`src/design/dq_pkg.sv`:
```
// ----------------------------------------------------------------------------
// dq_pkg: shared types and constants for the double-ended queue
// Request codes, status codes, storage operation codes and the control word
// passed from the front end to the back end.
// ----------------------------------------------------------------------------
package dq_pkg;

	localparam int REQ_W    = 3;
	localparam int VAL_W    = 32;
	localparam int STATUS_W = 2;
	localparam int OCC_W    = 5;
	localparam int S_DATA_W = 32;
	localparam int M_DATA_W = 40;
	localparam int M_PAD_W  = M_DATA_W - VAL_W - OCC_W;

	typedef enum logic [REQ_W-1:0] {
		REQ_PUSH_BACK  = 3'd0,
		REQ_PUSH_FRONT = 3'd1,
		REQ_POP_FRONT  = 3'd2,
		REQ_POP_BACK   = 3'd3,
		REQ_PEEK_FRONT = 3'd4,
		REQ_PEEK_BACK  = 3'd5
	} req_e_t;

	typedef enum logic [STATUS_W-1:0] {
		ST_OK    = 2'd0,
		ST_EMPTY = 2'd1,
		ST_FULL  = 2'd2
	} status_e_t;

	typedef enum logic [1:0] {
		MOP_NONE  = 2'd0,
		MOP_WRITE = 2'd1,
		MOP_READ  = 2'd2
	} mem_op_e_t;

	typedef struct packed {
		mem_op_e_t        op;
		status_e_t        status;
		logic [OCC_W-1:0] occ;
	} cmd_ctl_t;

endpackage

```
`src/design/dq_front.sv`:
```
// ----------------------------------------------------------------------------
// dq_front: request decode and ring pointer update
// Accepts a request word, checks it against the current fill, moves the
// front pointer and entry count, and emits a storage command.
// ----------------------------------------------------------------------------
module dq_front #(
	parameter int DEPTH      = 16,
	parameter int DATA_WIDTH = 32
) (
	input  logic                          clk,
	input  logic                          arst_n,
	input  logic                          req_valid,
	input  logic [dq_pkg::REQ_W-1:0]      req_type,
	input  logic [dq_pkg::VAL_W-1:0]      push_value,
	output dq_pkg::cmd_ctl_t              cmd_ctl,
	output logic [$clog2(DEPTH)-1:0]      cmd_addr,
	output logic [DATA_WIDTH-1:0]         cmd_wdata
);

	localparam int AW = $clog2(DEPTH);
	localparam int CW = $clog2(DEPTH + 1);
	localparam int SW = CW + 1;

	logic [AW-1:0] front_q, front_nxt;
	logic [CW-1:0] count_q, count_nxt;
	logic          full, empty;
	logic [SW-1:0] tail_sum, back_sum;
	logic [AW-1:0] tail_idx, back_idx, front_inc, front_dec;
	dq_pkg::req_e_t req;

	assign full  = count_q == CW'(DEPTH);
	assign empty = count_q == '0;

	assign tail_sum = SW'(front_q) + SW'(count_q);
	assign back_sum = tail_sum - SW'(1);
	assign tail_idx = (tail_sum >= SW'(DEPTH)) ? AW'(tail_sum - SW'(DEPTH)) : AW'(tail_sum);
	assign back_idx = (back_sum >= SW'(DEPTH)) ? AW'(back_sum - SW'(DEPTH)) : AW'(back_sum);
	assign front_inc = (front_q == AW'(DEPTH - 1)) ? '0 : front_q + AW'(1);
	assign front_dec = (front_q == '0) ? AW'(DEPTH - 1) : front_q - AW'(1);

	assign req       = dq_pkg::req_e_t'(req_type);
	assign cmd_wdata = DATA_WIDTH'(push_value);

	always_comb begin
		front_nxt      = front_q;
		count_nxt      = count_q;
		cmd_ctl.op     = dq_pkg::MOP_NONE;
		cmd_ctl.status = dq_pkg::ST_OK;
		cmd_addr       = front_q;
		unique case (req)
			dq_pkg::REQ_PUSH_BACK: begin
				if (full) begin
					cmd_ctl.status = dq_pkg::ST_FULL;
				end else begin
					cmd_ctl.op = dq_pkg::MOP_WRITE;
					cmd_addr   = tail_idx;
					count_nxt  = count_q + CW'(1);
				end
			end
			dq_pkg::REQ_PUSH_FRONT: begin
				if (full) begin
					cmd_ctl.status = dq_pkg::ST_FULL;
				end else begin
					cmd_ctl.op = dq_pkg::MOP_WRITE;
					cmd_addr   = front_dec;
					front_nxt  = front_dec;
					count_nxt  = count_q + CW'(1);
				end
			end
			dq_pkg::REQ_POP_FRONT, dq_pkg::REQ_PEEK_FRONT: begin
				if (empty) begin
					cmd_ctl.status = dq_pkg::ST_EMPTY;
				end else begin
					cmd_ctl.op = dq_pkg::MOP_READ;
					cmd_addr   = front_q;
					if (req == dq_pkg::REQ_POP_FRONT) begin
						front_nxt = front_inc;
						count_nxt = count_q - CW'(1);
					end
				end
			end
			dq_pkg::REQ_POP_BACK, dq_pkg::REQ_PEEK_BACK: begin
				if (empty) begin
					cmd_ctl.status = dq_pkg::ST_EMPTY;
				end else begin
					cmd_ctl.op = dq_pkg::MOP_READ;
					cmd_addr   = back_idx;
					if (req == dq_pkg::REQ_POP_BACK) begin
						count_nxt = count_q - CW'(1);
					end
				end
			end
			default: begin
			end
		endcase
		cmd_ctl.occ = dq_pkg::OCC_W'(count_nxt);
	end

	always_ff @(posedge clk or negedge arst_n) begin
		if (!arst_n) begin
			front_q <= '0;
			count_q <= '0;
		end else if (req_valid) begin
			front_q <= front_nxt;
			count_q <= count_nxt;
		end
	end

endmodule

```
`src/design/dq_cmdq.sv`:
```
// ----------------------------------------------------------------------------
// dq_cmdq: two-entry command queue
// Decouples the request decoder from the storage stage.
// ----------------------------------------------------------------------------
module dq_cmdq #(
	parameter int W = 8
) (
	input  logic         clk,
	input  logic         arst_n,
	input  logic         in_valid,
	output logic         in_ready,
	input  logic [W-1:0] in_data,
	output logic         out_valid,
	input  logic         out_ready,
	output logic [W-1:0] out_data
);

	logic [W-1:0] slot_q [2];
	logic         wr_ptr_q, rd_ptr_q;
	logic [1:0]   cnt_q;
	logic         push, pop;

	assign in_ready  = cnt_q != 2'd2;
	assign out_valid = cnt_q != 2'd0;
	assign out_data  = slot_q[rd_ptr_q];
	assign push      = in_valid && in_ready;
	assign pop       = out_valid && out_ready;

	always_ff @(posedge clk) begin
		if (push) begin
			slot_q[wr_ptr_q] <= in_data;
		end
	end

	always_ff @(posedge clk or negedge arst_n) begin
		if (!arst_n) begin
			wr_ptr_q <= 1'b0;
			rd_ptr_q <= 1'b0;
			cnt_q    <= 2'd0;
		end else begin
			if (push) begin
				wr_ptr_q <= ~wr_ptr_q;
			end
			if (pop) begin
				rd_ptr_q <= ~rd_ptr_q;
			end
			case ({push, pop})
				2'b10:   cnt_q <= cnt_q + 2'd1;
				2'b01:   cnt_q <= cnt_q - 2'd1;
				default: cnt_q <= cnt_q;
			endcase
		end
	end

endmodule

```
`src/design/dq_back.sv`:
```
// ----------------------------------------------------------------------------
// dq_back: ring storage and result stage
// Executes at most one storage write or read per command and holds the result
// word until it is taken downstream.
// ----------------------------------------------------------------------------
module dq_back #(
	parameter int DEPTH      = 16,
	parameter int DATA_WIDTH = 32
) (
	input  logic                          clk,
	input  logic                          arst_n,
	input  logic                          cmd_valid,
	output logic                          cmd_ready,
	input  dq_pkg::cmd_ctl_t              cmd_ctl,
	input  logic [$clog2(DEPTH)-1:0]      cmd_addr,
	input  logic [DATA_WIDTH-1:0]         cmd_wdata,
	output logic                          res_valid,
	input  logic                          res_ready,
	output dq_pkg::status_e_t             res_status,
	output logic [dq_pkg::VAL_W-1:0]      res_value,
	output logic [dq_pkg::OCC_W-1:0]      res_occ
);

	logic [DATA_WIDTH-1:0] mem_q [DEPTH];
	logic [DATA_WIDTH-1:0] rd_data_s1;
	logic                  valid_s1;
	dq_pkg::cmd_ctl_t      ctl_s1;
	logic                  out_valid_q;
	dq_pkg::status_e_t     out_status_q;
	logic [dq_pkg::VAL_W-1:0] out_value_q;
	logic [dq_pkg::OCC_W-1:0] out_occ_q;
	logic                  adv_s1, take;

	assign adv_s1    = valid_s1 && (!out_valid_q || res_ready);
	assign take      = cmd_valid && (!valid_s1 || adv_s1);
	assign cmd_ready = !valid_s1 || adv_s1;

	always_ff @(posedge clk) begin
		if (take && cmd_ctl.op == dq_pkg::MOP_WRITE) begin
			mem_q[cmd_addr] <= cmd_wdata;
		end
		if (take && cmd_ctl.op == dq_pkg::MOP_READ) begin
			rd_data_s1 <= mem_q[cmd_addr];
		end
		if (take) begin
			ctl_s1 <= cmd_ctl;
		end
		if (adv_s1) begin
			out_status_q <= ctl_s1.status;
			out_occ_q    <= ctl_s1.occ;
			out_value_q  <= (ctl_s1.op == dq_pkg::MOP_READ) ?
				dq_pkg::VAL_W'(rd_data_s1) : '0;
		end
	end

	always_ff @(posedge clk or negedge arst_n) begin
		if (!arst_n) begin
			valid_s1    <= 1'b0;
			out_valid_q <= 1'b0;
		end else begin
			if (take) begin
				valid_s1 <= 1'b1;
			end else if (adv_s1) begin
				valid_s1 <= 1'b0;
			end
			if (adv_s1) begin
				out_valid_q <= 1'b1;
			end else if (res_ready) begin
				out_valid_q <= 1'b0;
			end
		end
	end

	assign res_valid  = out_valid_q;
	assign res_status = out_status_q;
	assign res_value  = out_value_q;
	assign res_occ    = out_occ_q;

endmodule

```
`src/design/double_ended_queue.sv`:
```
// ----------------------------------------------------------------------------
// double_ended_queue: bounded deque on a ring of DEPTH words
// Push or pop at either end, or peek at either end; one result word per
// request with status, data and entry count.
// ----------------------------------------------------------------------------
// A request word is taken whenever the two-entry command queue has room, so
// requests may arrive every cycle; the decoder updates the ring pointers at
// once, and each result then passes through a queue slot, the read stage and the output register.
// Sustained throughput is one request per cycle while results are taken,
// set by the single storage access per request in the back stage.
module double_ended_queue #(
	parameter int DEPTH      = 16,
	parameter int DATA_WIDTH = 32
) (
	input  logic                               clk,
	input  logic                               arst_n,
	input  logic                               s_tvalid,
	output logic                               s_tready,
	input  logic [dq_pkg::S_DATA_W-1:0]        s_tdata,  // push_value
	input  logic [dq_pkg::REQ_W-1:0]           s_tuser,  // req_type
	output logic                               m_tvalid,
	input  logic                               m_tready,
	output logic [dq_pkg::M_DATA_W-1:0]        m_tdata,  // read_value, occupancy
	output logic [dq_pkg::STATUS_W-1:0]        m_tuser   // status
);

	localparam int AW = $clog2(DEPTH);
	localparam int CTL_W = $bits(dq_pkg::cmd_ctl_t);
	localparam int QW = CTL_W + AW + DATA_WIDTH;

	dq_pkg::cmd_ctl_t      f_ctl, b_ctl;
	logic [AW-1:0]         f_addr, b_addr;
	logic [DATA_WIDTH-1:0] f_wdata, b_wdata;
	logic                  q_valid, q_ready, accept;
	dq_pkg::status_e_t     res_status;
	logic [dq_pkg::VAL_W-1:0] res_value;
	logic [dq_pkg::OCC_W-1:0] res_occ;

	assign accept = s_tvalid && s_tready;

	dq_front #(.DEPTH(DEPTH), .DATA_WIDTH(DATA_WIDTH)) u_front (
		.clk        (clk),
		.arst_n     (arst_n),
		.req_valid  (accept),
		.req_type   (s_tuser),
		.push_value (s_tdata[dq_pkg::VAL_W-1:0]),
		.cmd_ctl    (f_ctl),
		.cmd_addr   (f_addr),
		.cmd_wdata  (f_wdata)
	);

	dq_cmdq #(.W(QW)) u_cmdq (
		.clk       (clk),
		.arst_n    (arst_n),
		.in_valid  (s_tvalid),
		.in_ready  (s_tready),
		.in_data   ({f_ctl, f_addr, f_wdata}),
		.out_valid (q_valid),
		.out_ready (q_ready),
		.out_data  ({b_ctl, b_addr, b_wdata})
	);

	dq_back #(.DEPTH(DEPTH), .DATA_WIDTH(DATA_WIDTH)) u_back (
		.clk        (clk),
		.arst_n     (arst_n),
		.cmd_valid  (q_valid),
		.cmd_ready  (q_ready),
		.cmd_ctl    (b_ctl),
		.cmd_addr   (b_addr),
		.cmd_wdata  (b_wdata),
		.res_valid  (m_tvalid),
		.res_ready  (m_tready),
		.res_status (res_status),
		.res_value  (res_value),
		.res_occ    (res_occ)
	);

	assign m_tdata = {{dq_pkg::M_PAD_W{1'b0}}, res_occ, res_value};
	assign m_tuser = res_status;

endmodule

```
`config.mk`:
```
export PLATFORM = sky130hd
export DESIGN_NAME = double_ended_queue
export DESIGN_NICKNAME = d
export VERILOG_FILES = /design/src/design/dq_pkg.sv /design/src/design/dq_front.sv /design/src/design/dq_cmdq.sv /design/src/design/dq_back.sv /design/src/design/double_ended_queue.sv
export SDC_FILE = /design/constraint.sdc
export NUM_CORES = 1
export LEC_CHECK = 0
export ABC_AREA = 1
export BUFFER_PORTS_ARGS = -buffer_cell sky130_fd_sc_hd__buf_4
export CORE_ASPECT_RATIO = 2
export CORE_UTILIZATION = 59
export CTS_CLUSTER_SIZE = 40
export DETAILED_ROUTE_END_ITERATION = 8
export PLACE_DENSITY = 0.76
export SETUP_SLACK_MARGIN = 0.02
export SLEW_MARGIN = 0
export SYNTH_ARGS = -nofsm -noshare
export SYNTH_HDL_FRONTEND = slang
export SYNTH_SLANG_ARGS = --single-unit
```
`constraint.sdc`:
```
create_clock -name clk -period 4.4 [get_ports clk]
set_clock_uncertainty 0.1 [all_clocks]
set_input_delay 0.88 -clock clk [delete_from_list [all_inputs] [get_ports clk]]
set_output_delay 0.88 -clock clk [all_outputs]
set_load 0.05 [all_outputs]
```
# == Word-level counts from Yosys, hierarchy flattened ==
# Memory sizes are Yosys's and may differ from the RTL's. A register that Yosys moved wholly into a read port is not among the register bits.
# Cells that the tools add are included.
# W data, S select, Z words.
# classes
n_lt_le_gt_ge,2
n_eq_ne,15
reduce_logical,22
mux,31
add_sub_neg,10
n_bitwise,2
# ops
op,n
$mux W4,9
$mux W5,5
$pmux W4 S2,2
$pmux W5 S3,1
$ge A6 B5 Y1 const B,2
$pmux W4 S3,1
$sub A4 B1 Y4 const B,3
$mux W1,10
$reduce_bool A2 Y1,5
$add A4 B5 Y6,1
$eq A2 B2 Y1 const B,3
$eq A3 B2 Y1 const B,2
$eq A3 B3 Y1 const B,2
$reduce_or A2 Y1,3
$sub A6 B1 Y6 const B,1
$add A5 B1 Y5 const B,1
$eq A5 B5 Y1 const B,1
$logic_and A1 B1 Y1,5
$logic_not A5 Y1,1
$sub A5 B1 Y5 const B,1
$add A4 B1 Y4 const B,1
$eq A2 B1 Y1 const B,2
$eq A4 B4 Y1 const B,1
$logic_not A4 Y1,1
other kinds (13),18
# totals
regBits,63
inputBits,39
memories,2
ramBits,602
elab_cells,97
# memory_table
name,words,word_bits,read_ports,rd_clocked_by_memory_dff,write_ports,line,rtl
u_back.mem_q,16,32,1,1,1,dq_back.sv:24,logic [DATA_WIDTH-1:0] mem_q [DEPTH];
u_cmdq.slot_q,2,45,1,0,1,dq_cmdq.sv:18,logic [W-1:0] slot_q [2];

# == Logic depth before layout (Yosys ltp) ==
# Gate-level depths: netlist of the first run.
# depth
word_depth,8
depth_mapped,15
depth_no_buf,12

# == By module ==
# From an unflattened synthesis of the first run, not the netlist that was laid out.
# hier_totals
cells_unflattened,2765
hier_area_um2,29545.8
# by_module_without_submodules
mod,cells_per_inst,area_each_um2,n_inst,seq_area_each_um2
dq_back,2245,24337.1,1,17827.1
dq_cmdq,264,3560.9,1,2802.7
dq_front,250,1614.0,1,225.2
double_ended_queue,6,33.8,1,0.0

# == Worst setup path before layout of the first run ==
# No wires, ideal clock.
# synth_path
path_type,in2reg
from,input port m_tready
to,memory u_back.mem_q[0][0] (enable)
setup_slack_ns,0.772
setup_time_ns,0.421
arrival_ns,3.107
stages,6
path_cell_list,inv_1 -> nand3_1 -> o21ai_0 -> nor3_1 -> nand3_1 -> nor2_1
# synth_via
elab_chain_cells,7
# synth_rtl
element,line,rtl
"start, declared",double_ended_queue.sv:22,"input logic m_tready,"
$logic_or A1 B1 Y1,dq_back.sv:34,assign adv_s1 = valid_s1 && (!out_valid_q || res_ready);
$logic_and A1 B1 Y1,dq_back.sv:34,
$logic_or A1 B1 Y1,dq_back.sv:35,assign take = cmd_valid && (!valid_s1 || adv_s1);
$logic_and A1 B1 Y1,dq_back.sv:35,
$logic_and A1 B1 Y1,dq_back.sv:39,if (take && cmd_ctl.op == dq_pkg::MOP_WRITE) begin
$mux W1,dq_back.sv:39,
$mux W1 (implied by the code),dq_back.sv:40,mem_q[cmd_addr] <= cmd_wdata;
"end, declared",dq_back.sv:24,
# No other way between the ends.

# == Worst setup path in the final report of the first run ==
# layout_path
from,register u_cmdq.rd_ptr_q
to,memory u_back.mem_q[13][19] (enable)
# layout_via
elab_chain_cells,5
# layout_rtl
element,line,rtl
"start, declared",dq_cmdq.sv:19,"logic wr_ptr_q, rd_ptr_q;"
"start signal, assigned",dq_cmdq.sv:45,rd_ptr_q <= ~rd_ptr_q;
$mem_v2 Z2 W45 (*),-,
$eq A2 B1 Y1,dq_back.sv:39,
$logic_and A1 B1 Y1,dq_back.sv:39,
$mux W1,dq_back.sv:39,
$mux W1 (implied by the code),dq_back.sv:40,
# Every way passes the cells marked *; elsewhere a longest branch is shown, timed or not.

==> impl_results.md, run 1 <==
- # IOs: 83
- Most frequent cells in the layout: nand2_1 (1,587), edfxtp_1 (682), inv_1 (123), buf_4 (107), clkbuf_16 (58)
- Vias/cell: 5.42
- Setup crit start kind: register
- Initial DRC count: 1,503
- Die Wd: 159 microns
- Post-Route Setup TNS: 0 ns
- Final #Nets: 2,840
- Placed inst area: 30,400 sq um
- Initial antenna violation count: 0
- CP cell instances: inv_4 -> or2_2 -> o21ai_0 -> nor3_1 -> nand3_1 -> nor2_4 -> buf_4
- Layout cells sized above 1: 9.16%
- Crit-path max FO: 46
- Fin crit share: 82.3%
- All-layer global routing usage: 26.0%
- Worst EP arrival: 3.83 ns
- DRT antenna net count: 0
- Yosys top cell by area: edfxtp_1
- Worst-path clk slew: 0.07 ns
- Hold Path Class: in2async
- Fin. max-slew vios: 0
- CTS buffer count: 56
- Mean Syn Cell Area: 10.6 sq um
- Placed insts: 3,370
- Clock Latency Late Sink: 0.61 ns
- Antenna diodes: 0
- Worst Path Buf+Inv: 2
- Synth area leaders: edfxtp_1 (71%), nand2_1 (21%), inv_1 (1.6%)
- Pre-CTS setup slack: 0.638 ns
- Total Power: 23.6 mW
- Clock Tree Buf Depth: 3
- Postcts setup bufs: 0
- CP Data Required Time: 4.61 ns
- Pleak: 13.6 nW
- Synth cell types: 33
- Critical path's slowest cell: nor2_4
- Final count of hold timing violations: 0
- Family with the most delay on the worst path: simple AND/OR/NAND/NOR gates
- CTS H-tree lvls: 2
- Share of the synthesized area in the top cell type: 70.6%
- Yosys reg bits: 697
- Vias in the first global route: 18,900
- Final min period: 3.62 ns
- First-pass GRT wire length: 99,400 microns
- Area growth syn-to-layout: 11.2%
- Chip height: 316 microns
- Fillers: 3,499
- Synth Cell Area: 29,000 sq um
- Post-CTS resize count: 0
- Post-synthesis instance total: 2,729
- Die ar.: 50,100 sq um
- Finished Layout Cells: 3,475
- Commonest non-fill, non-tap cell in the layout: nand2_1
- DRC errors left: 0
- Max_slew headroom: 30.9%
- Hpwl dp: 38,500 microns
- CTS tree: yes
- IO Port Bufs: 79
- Hold WS: 0.0143 ns
- CP endpoint kind: register
- Routed length per placed instance: 18.4 microns
- Slew @ Worst Pin: 1.04 ns
- Max_cap viols: 0
- Yosys warnings: 0
- Core box area: 48,500 sq um
- DR vias: 18,800
- Crit Path Category: reg2reg
- VDD IR max: 0.000618 V
- Final setup fails: 0
- Fin worst setup slack: 0.779 ns
- Detailed Route WL: 64,000 microns
- Hold-fix buffers, CTS: 0
- Largest net degree at the start of global routing: 154
- Total grt overflow: 0
- First-pass DRT Iterations: 5
- PD cells: 732 nW/um^2
- Highest Clock Rate: 276 MHz
- Crit-path max cell delay: 0.64 ns
- Status: complete, no violations
- RSZ-0062 raised after global routing: false
- Design area: 32,300 sq um
- Row cnt: 114
- Post-Route Utilization: 66.5%
- Initial Utilization: 59.8%
- GP Congestion: 0.874
- Root buffer cell: clkbuf_16
- Sink Count: 697
- Seq/Total Area, Yosys: 71.9%
[Yosys cell counts]
cell type / count
clkbuf_1: 20
nor3_1: 4
buf_1: 4
nand4_1: 3
xnor2_1: 5
or2_1: 2
inv_4: 1
nor2_1: 70
or2_2: 2
buf_4: 22
inv_1: 123
and2_1: 1
o21ai_0: 18
o21ai_2: 3
o21a_1: 1
a31oi_1: 1
o21ai_1: 1
buf_6: 4
dfrtp_1: 15
nand2_1: 1587
buf_2: 68
xor2_1: 6
inv_2: 22
ha_1: 10
nor2_4: 3
nand3_1: 35
nand2_2: 1
or2_0: 2
o211ai_1: 5
edfxtp_1: 682
conb_1: 1
a21oi_1: 6
fa_1: 1
[final cells by class]
cell class / instances / area [sq um] / share of cell area, %
Timing Repair Buffer: 119 / 1040 / 3.23
Inverter: 146 / 558 / 1.73
Clock buffer: 68 / 1510 / 4.68
Clock inverter: 37 / 343 / 1.06
Sequential cell: 697 / 20900 / 64.6
Tap cell: 638 / 798 / 2.47
Multi-Input combinational cell: 1770 / 7160 / 22.2
[path summary, 6_finish.rpt]
kind	start	end	slack, ns	cells past startpoint
worst min-delay path	arst_n	u_front.count_q[1]$_DFFE_PN0P_	0.01	1
min in group clk	u_back.ctl_s1[4]$_DFFE_PP_	u_back.res_occ[4]$_DFFE_PP_	0.33	0
worst min register to register	u_back.ctl_s1[4]$_DFFE_PP_	u_back.res_occ[4]$_DFFE_PP_	0.33	0
max in group asynchronous	arst_n	u_cmdq.rd_ptr_q$_DFFE_PN0P_	3.98	1
worst max-delay path	u_cmdq.rd_ptr_q$_DFFE_PN0P_	u_back.mem_q[13][19]$_DFFE_PP_	0.78	7
worst max register to register	u_cmdq.rd_ptr_q$_DFFE_PN0P_	u_back.mem_q[13][19]$_DFFE_PP_	0.78	7
[layer usage]
| metal | vias to the layer above | global-route usage [%] | wire length, microns |
|---|---|---|---|
| met1 | 9008 | 29.3 | 23100 |
| li1 | 8899 | - | - |
| met4 | 0 | 12.6 | 2830 |
| met3 | 171 | 2.73 | 3750 |
| met5 | - | 0 | 0 |
| met2 | 740 | 48.8 | 34400 |
[cell families after synthesis]
kind of cell             Yosys count  share of synthesized area, %
adder cells (fa/ha/maj)           11                         0.500
XOR/XNOR                          11                         0.332
other                              1                        0.0129
flip-flops                       697                          71.9
buffers and inverters            264                          4.11
AO/OA/AOI/OAI                     35                         0.699
AND/OR/NAND/NOR                 1710                          22.5
[registers in the layout, summed over array words and instances (netlist names)]
register and flops:
u_back.ctl_s1 9, u_back.mem_q 512, u_back.rd_data_s1 32, u_back.res_occ 5
u_back.res_status 2, u_back.res_valid 1, u_back.res_value 32, u_back.valid_s1 1
u_cmdq.cnt_q 2, u_cmdq.rd_ptr_q 1, u_cmdq.slot_q 90, u_cmdq.wr_ptr_q 1
u_front.count_q 5, u_front.front_q 4
[power breakdown]
part,switching (mW),total (mW),internal [mW]
logic,6.70,8.90,2.19
clock network,2.31,5.06,2.75
registers,0.371,9.66,9.29
total,9.38,23.6,14.2
[worst register-to-register path, cell delays in order, from the launching register on]
cell	delay, ns
dfrtp_2	0.58
inv_4	0.44
or2_2	0.23
o21ai_0	0.13
nor3_1	0.44
nand3_1	0.46
nor2_4	0.65
buf_4	0.31
Note: power is estimated with default switching activity, not from simulation.
==> run 2, diff against run 1 <==
--- a/config.mk
+++ b/config.mk
@@ -5,10 +5,10 @@
 export SDC_FILE = /design/constraint.sdc
 export NUM_CORES = 1
 export LEC_CHECK = 0
-export ABC_AREA = 1
+export ABC_AREA = 0
 export BUFFER_PORTS_ARGS = -buffer_cell sky130_fd_sc_hd__buf_4
 export CORE_ASPECT_RATIO = 2
-export CORE_UTILIZATION = 59
+export CORE_UTILIZATION = 56
 export CTS_CLUSTER_SIZE = 40
 export DETAILED_ROUTE_END_ITERATION = 8
 export PLACE_DENSITY = 0.76
==> constraint.sdc (replaced) <==
create_clock -name clk -period 3.25 [get_ports clk]
set_clock_uncertainty 0.1 [all_clocks]
set_input_delay 0.65 -clock clk [delete_from_list [all_inputs] [get_ports clk]]
set_output_delay 0.65 -clock clk [all_outputs]
set_load 0.05 [all_outputs]
==> run 2 against run 1 <==
Net effect: sequential power grew 29%; global-route usage down 1.1 points; cell area is 6.5% lower; routed wire length decreased by 8.7%; combinational power is 5.1% lower; sequential share of layout area grew 4.5 points; critical path depth shrank 1; synthesized area shrank 8.5%; synthesized cell count down 47%; clock power increased by 31%.
==> impl_results.md, run 2 <==
- Crit-path max cell delay: 0.69 ns
- GR Util met1: 29.6%
- CP endpoint kind: register
- Area growth syn-to-layout: 13.5%
- Highest Clock Rate: 374 MHz
- Dominant synthesized flop cell: edfxtp_1
- Post-synth EDFFs: 682
- Final count of hold timing violations: 0
- Grt met2 use: 45.9%
- Largest Register: u_back.mem_q
- CTS tree: yes
- P_sw: 9.06 mW
- DR vias: 14,000
- Post-CTS resize count: 0
- Fillers: 3,087
- First-pass DRT Iterations: 8
- Post-synthesis instance total: 1,439
- Critical path's slowest cell: dfrtp_2
- Chip height: 310 microns
- Initial antenna violation count: 0
- Placed insts: 2,120
- Fin worst setup slack: 0.576 ns
- Total grt overflow: 0
- Final min period: 2.67 ns
- Met3 Use GR: 3.02%
- Worst Path Buf+Inv: 1
- Final #Nets: 1,601
- Top Usage Layer GRT: met2
- Family with the most delay on the worst path: flip-flops
- Logic pwr share: 30.6%
- Top-count cell post-synth: edfxtp_1
- Root buffer cell: clkbuf_16
- CP Data Required Time: 3.49 ns
- DRT antenna net count: 0
- Crit Path Category: reg2reg
- Hpwl dp: 32,500 microns
- Clock share of power: 24.1%
- Max_slew headroom: 29.5%
- Synth cell types: 64
- Worst-path clk slew: 0.07 ns
- GP Congestion: 0.829
- Clock Tree Buf Depth: 3
- Async set-reset flop share out of synthesis: 2.15%
- Vias/cell: 6.30
- Initial Utilization: 56.9%
- Pint: 18.6 mW
- Placed inst area: 28,400 sq um
- Yosys reg bits: 697
- All-layer global routing usage: 24.9%
- Commonest non-fill, non-tap cell in the layout: edfxtp_1
- Post-Route Setup TNS: 0 ns
- Synth area leaders: edfxtp_1 (77%), mux4_2 (5.4%), a22oi_1 (3.7%)
- Core box area: 46,700 sq um
- Worst EP arrival: 2.91 ns
- R2r setup slk: 0.58 ns
- Finished Layout Cells: 2,220
- Reg power frac: 45.3%
- Most frequent cells in the layout: edfxtp_1 (682), a21oi_1 (152), a22oi_1 (131), buf_4 (111), mux4_2 (64)
- Largest regs: u_back.mem_q (512), u_cmdq.slot_q (90)
- Pleak: 9.77 nW
- Sink Count: 697
- First-pass GRT wire length: 86,700 microns
- Clock Latency Late Sink: 0.61 ns
- Share of the synthesized area in the top cell type: 77.1%
- PD cells: 916 nW/um^2
- CP cell instances: nor2b_4 -> a21oi_4 -> buf_4 -> mux4_2 -> a21oi_1 -> nand2_1
- Pre-CTS setup slack: 0.463 ns
- Largest net degree at the start of global routing: 65
- Max_cap viols: 0
- IO Port Bufs: 79
- Fin. max-slew vios: 0
- Mean Syn Cell Area: 18.5 sq um
- Synth cell count leaders: edfxtp_1 (682), a21oi_1 (152), a22oi_1 (131)
- Fin crit share: 82.3%
- Seq/Total Area, Yosys: 78.5%
- Antenna diodes: 0
- Synth Cell Area: 26,600 sq um
- Final setup fails: 0
- Detailed Route WL: 58,400 microns
- Multi-input gate area: 5410 sq um
- DRC errors left: 0
- Register area: 20,900 sq um
- RSZ-0062 raised after global routing: false
- Design area: 30,200 sq um
- Routed length per placed instance: 26.3 microns
- Slew @ Worst Pin: 1.06 ns
- CTS H-tree lvls: 2
- Status: complete, no violations
- Hold WS: 0.113 ns
- Sw Share: 32.8%
- Row cnt: 112
- Setup crit start kind: register
- Yosys top cell by area: edfxtp_1
- Vias in the first global route: 14,400
- Layout cells sized above 1: 22.2%
- Die Wd: 156 microns
- CTS buffer count: 55
- Yosys warnings: 0
- Hold Path Class: in2reg
- Die ar.: 48,400 sq um
- Crit-path max FO: 26
- VDD IR max: 0.000932 V
- # IOs: 83
- Initial DRC count: 1,251
- Max reg flops: 512
==> run 2: cell count changes after synthesis, moves of 6 or more <==
cell and delta:
buf_2 -31, a21oi_1 +146, inv_1 -107, mux4_2 +64, nand3_1 -26, and2_1 +32
inv_2 -21, nor2_1 -26, mux2_2 +42, nand2_1 -1537, nand2b_1 +6, a22oi_1 +131
buf_4 -16
==> run 2: cell type report <==
class / instances / area share (%)
Tap cell: 627 / 2.60
Multi-Input combinational cell: 646 / 17.9
Clock inverter: 31 / 0.963
Timing Repair Buffer: 134 / 4.26
Clock buffer: 68 / 4.87
Inverter: 17 / 0.212
Sequential cell: 697 / 69.2
==> run 2: timing repair <==
action | 4_1_cts | 5_1_grt
hold endpoints to repair | 15 | 0
buffers inserted | 0 | 0
hold buffers | 1 | 0
==> run 2: path summary, 6_finish.rpt <==
path | from | end | cells after the start
max | u_cmdq.rd_ptr_q$_DFFE_PN0P_ | u_back.rd_data_s1[31]$_DFFE_PP_ | 6
min | s_tdata[19] | u_cmdq.slot_q[1][19]$_DFFE_PP_ | 1
max reg2reg | u_cmdq.rd_ptr_q$_DFFE_PN0P_ | u_back.rd_data_s1[31]$_DFFE_PP_ | 6
min reg2reg | u_back.ctl_s1[2]$_DFFE_PP_ | u_back.res_occ[2]$_DFFE_PP_ | 0
max in group asynchronous | arst_n | u_cmdq.rd_ptr_q$_DFFE_PN0P_ | 2
min in group asynchronous | arst_n | u_back.valid_s1$_DFFE_PN0P_ | 2
==> run 2: power by group through the flow <==
stage	registers (mW)	clock network (mW)	logic [mW]
2_1_floorplan	13.1	0	5.24
3_3_place_gp	12.7	0	8.21
6_report	12.5	6.64	8.45
3_5_place_dp	12.7	0	8.44
4_1_cts	12.5	6.72	8.49
5_1_grt	12.6	7.05	9.03
==> run 2: stage by stage <==
| step | utilization (%) | power, mW |
|---|---|---|
| floorplan | - | 18.4 |
| global placement | 60.8 | 20.9 |
| detailed placement | 60.8 | 21.1 |
| CTS | 64.6 | 27.7 |
| global route | 64.6 | 28.7 |
| finish | 64.6 | 27.6 |
==> run 2: per-layer routing <==
| metal | vias to the layer above | wire, microns |
|---|---|---|
| li1 | 5994 | - |
| met1 | 7096 | 20000 |
| met2 | 753 | 31900 |
| met3 | 137 | 4600 |
| met4 | 0 | 1960 |
| met5 | - | 0 |
==> run 2: cells by family (layout without fill, tap and decap cells) <==
logic type | after synthesis | in the layout | synth area share [%]
flip-flops | 697 | 697 | 78.5
AO/OA/AOI/OAI | 336 | 336 | 8.15
AND/OR/NAND/NOR | 174 | 174 | 3.27
multiplexers | 107 | 107 | 7.25
buffers and inverters | 98 | 250 | 1.76
XOR/XNOR | 14 | 14 | 0.462
adder cells (fa/ha/maj) | 12 | 12 | 0.584
other | 1 | 3 | 0.0141
==> run 3, diff against run 2 <==
--- a/config.mk
+++ b/config.mk
@@ -8,7 +8,7 @@
 export ABC_AREA = 0
 export BUFFER_PORTS_ARGS = -buffer_cell sky130_fd_sc_hd__buf_4
 export CORE_ASPECT_RATIO = 2
-export CORE_UTILIZATION = 56
+export CORE_UTILIZATION = 59
 export CTS_CLUSTER_SIZE = 40
 export DETAILED_ROUTE_END_ITERATION = 8
 export PLACE_DENSITY = 0.76
==> constraint.sdc (replaced) <==
create_clock -name clk -period 2.79 [get_ports clk]
set_clock_uncertainty 0.1 [all_clocks]
set_input_delay 0.558 -clock clk [delete_from_list [all_inputs] [get_ports clk]]
set_output_delay 0.558 -clock clk [all_outputs]
set_load 0.05 [all_outputs]
==> run 3 against run 2 <==
Net effect: the flow now finishes with violations (DRC); maximum frequency grew 3.6%; setup slack lost 0.37 ns; final cell count decreased by 2.5%; first-iteration DRC count is 7.8% higher; largest cell class unchanged; die area decreased by 5.0%; largest power group unchanged; via count up 0.67%; critical endpoint is now u_cmdq.slot_q[0][35]$_DFFE_PP_; total power increased by 18%; register-to-register slack worse by 0.37 ns; hold slack got worse by 0.076 ns.
==> impl_results.md, run 3 (synthesized netlist as in run 2, its figures left out) <==
- Status: finished with violations
- Failing checks: DRC
- Commonest non-fill, non-tap cell in the layout: edfxtp_1
- Largest net degree at the start of global routing: 51
- Critical path's slowest cell: dfrtp_1
- Fin. max-slew vios: 0
- Largest regs: u_back.mem_q (512), u_cmdq.slot_q (90)
- DR vias: 14,100
- Final count of hold timing violations: 0
- Worst-path clk slew: 0.07 ns
- DRC errors left: 13
- Die Wd: 152 microns
- Clock Latency Late Sink: 0.60 ns
- Setup crit start kind: register
- CP Data Required Time: 3.11 ns
- Placed inst area: 28,500 sq um
- Max_slew headroom: 31.5%
- CTS buffer count: 55
- Worst EP arrival: 2.91 ns
- IO Port Bufs: 79
- Total grt overflow: 0
- GP Congestion: 0.844
- Sink Count: 697
- Crit-path max FO: 11
- Max reg flops: 512
- Pleak: 9.87 nW
- Chip height: 302 microns
- CTS tree: yes
- CP endpoint kind: register
- First-pass GRT wire length: 87,100 microns
- Hold Path Class: in2reg
- Final setup fails: 0
- Max_cap viols: 0
- Detailed Route WL: 58,900 microns
- DRT antenna net count: 0
- Fillers: 2,745
- Vias in the first global route: 14,600
- CP cell instances: ha_1 -> fa_1 -> xor2_1 -> nor3_1 -> xnor2_1 -> or4_1 -> a31oi_1
- Root buffer cell: clkbuf_16
- Die ar.: 45,900 sq um
- PD cells: 1070 nW/um^2
- Design area: 30,300 sq um
- Highest Clock Rate: 387 MHz
- Hpwl dp: 34,400 microns
- Fin worst setup slack: 0.209 ns
- Routed length per placed instance: 27.2 microns
- Fin crit share: 92.5%
- Slew @ Worst Pin: 1.03 ns
- Antenna diodes: 0
- Final #Nets: 1,613
- VDD IR max: 0.00119 V
- First-pass DRT Iterations: 7
- Most frequent cells in the layout: edfxtp_1 (682), a21oi_1 (151), a22oi_1 (131), buf_4 (115), mux4_2 (64)
- Area growth syn-to-layout: 14.0%
- Total Power: 32.5 mW
- Pre-CTS setup slack: 0.267 ns
- Initial Utilization: 59.9%
- CTS H-tree lvls: 2
- Layout cells sized above 1: 23.3%
- All-layer global routing usage: 26.2%
- Final min period: 2.58 ns
- Clock Tree Buf Depth: 3
- Vias/cell: 6.50
- Crit Path Category: reg2reg
- Post-CTS resize count: 0
- Row cnt: 109
- RSZ-0062 raised after global routing: false
- Post-Route Setup TNS: 0 ns
- Register area: 20,900 sq um
- Largest Register: u_back.mem_q
- Multi-input gate area: 5420 sq um
- Core box area: 44,300 sq um
- Crit-path max cell delay: 0.49 ns
- # IOs: 83
- Initial antenna violation count: 0
- Initial DRC count: 1,348
- Postcts setup bufs: 0
==> run 3: cell types whose count changed in the layout (fill, tap and decap cells not counted), moves of 2 or more <==
cell        previous run  this run
buf_4                111       115
buf_12                22        30
clkinv_4               0         6
clkinv_1              13         8
clkinvlp_4             3         5
==> run 3: worst paths after layout <==
kind	endpoint	cells after the start	slack, ns	from
min in group asynchronous	u_front.count_q[0]$_DFFE_PN0P_	2	0.26	arst_n
max reg2reg	u_cmdq.slot_q[0][35]$_DFFE_PP_	7	0.21	u_front.front_q[0]$_DFFE_PN0P_
max in group asynchronous	u_cmdq.rd_ptr_q$_DFFE_PN0P_	2	2.11	arst_n
max	u_cmdq.slot_q[0][35]$_DFFE_PP_	7	0.21	u_front.front_q[0]$_DFFE_PN0P_
min reg2reg	u_back.res_status[1]$_DFFE_PP_	0	0.32	u_back.ctl_s1[6]$_DFFE_PP_
min	u_cmdq.slot_q[0][0]$_DFFE_PP_	1	0.04	s_tdata[0]
==> run 3: worst max-delay path: cells and delay by family, from the launching register on <==
family	cells	cell delay, ns
adder cells (fa/ha/maj)	2	0.64
AND/OR/NAND/NOR	2	0.51
flip-flops	1	0.49
AO/OA/AOI/OAI	1	0.24
XOR/XNOR	2	0.43
==> run 3: where the power goes <==
group | leakage, nW | switching, mW | internal (mW) | total [mW]
Combinational | 2.63 | 6.53 | 3.70 | 10.2
Clock | 0.851 | 3.57 | 4.10 | 7.67
Sequential | 6.39 | 0.582 | 14.0 | 14.6
==> run 3: cell type report <==
class	instances	share of cell area, %
timing repair buffer	146	4.87
tap	555	2.29
multi-input combinational	646	17.9
clock buffer	68	4.78
inverter	17	0.211
clock inverter	35	1.06
sequential	697	68.9
==> run 3: per-layer routing <==
layer  GRT usage [%]  vias to the layer above  routed length (microns)
met3            2.97                      156                     3970
met1            29.8                     7201                    20100
li1                -                     6017                        -
met4            11.8                        0                     2340
met5               0                        -                        0
met2            49.6                      700                    32500
==> run 3: stage by stage <==
stage | hold WS [ns] | std cells | utilization [%]
detailed placement | 0.313 | 2060 | 64.3
finish | 0.0379 | 2164 | 68.3
CTS | 0.0166 | 2164 | 68.3
global placement | 0.307 | 2060 | 64.3
global route | 0.0200 | 2164 | 68.3
floorplan | 0.162 | 1441 | -
==> run 3: what timing repair did <==
| item | in CTS | in global routing |
|---|---|---|
| endpoints found under the setup margin | 0 | 0 |
| endpoints found under the hold margin | 15 | 0 |
| hold buffers | 1 | 0 |
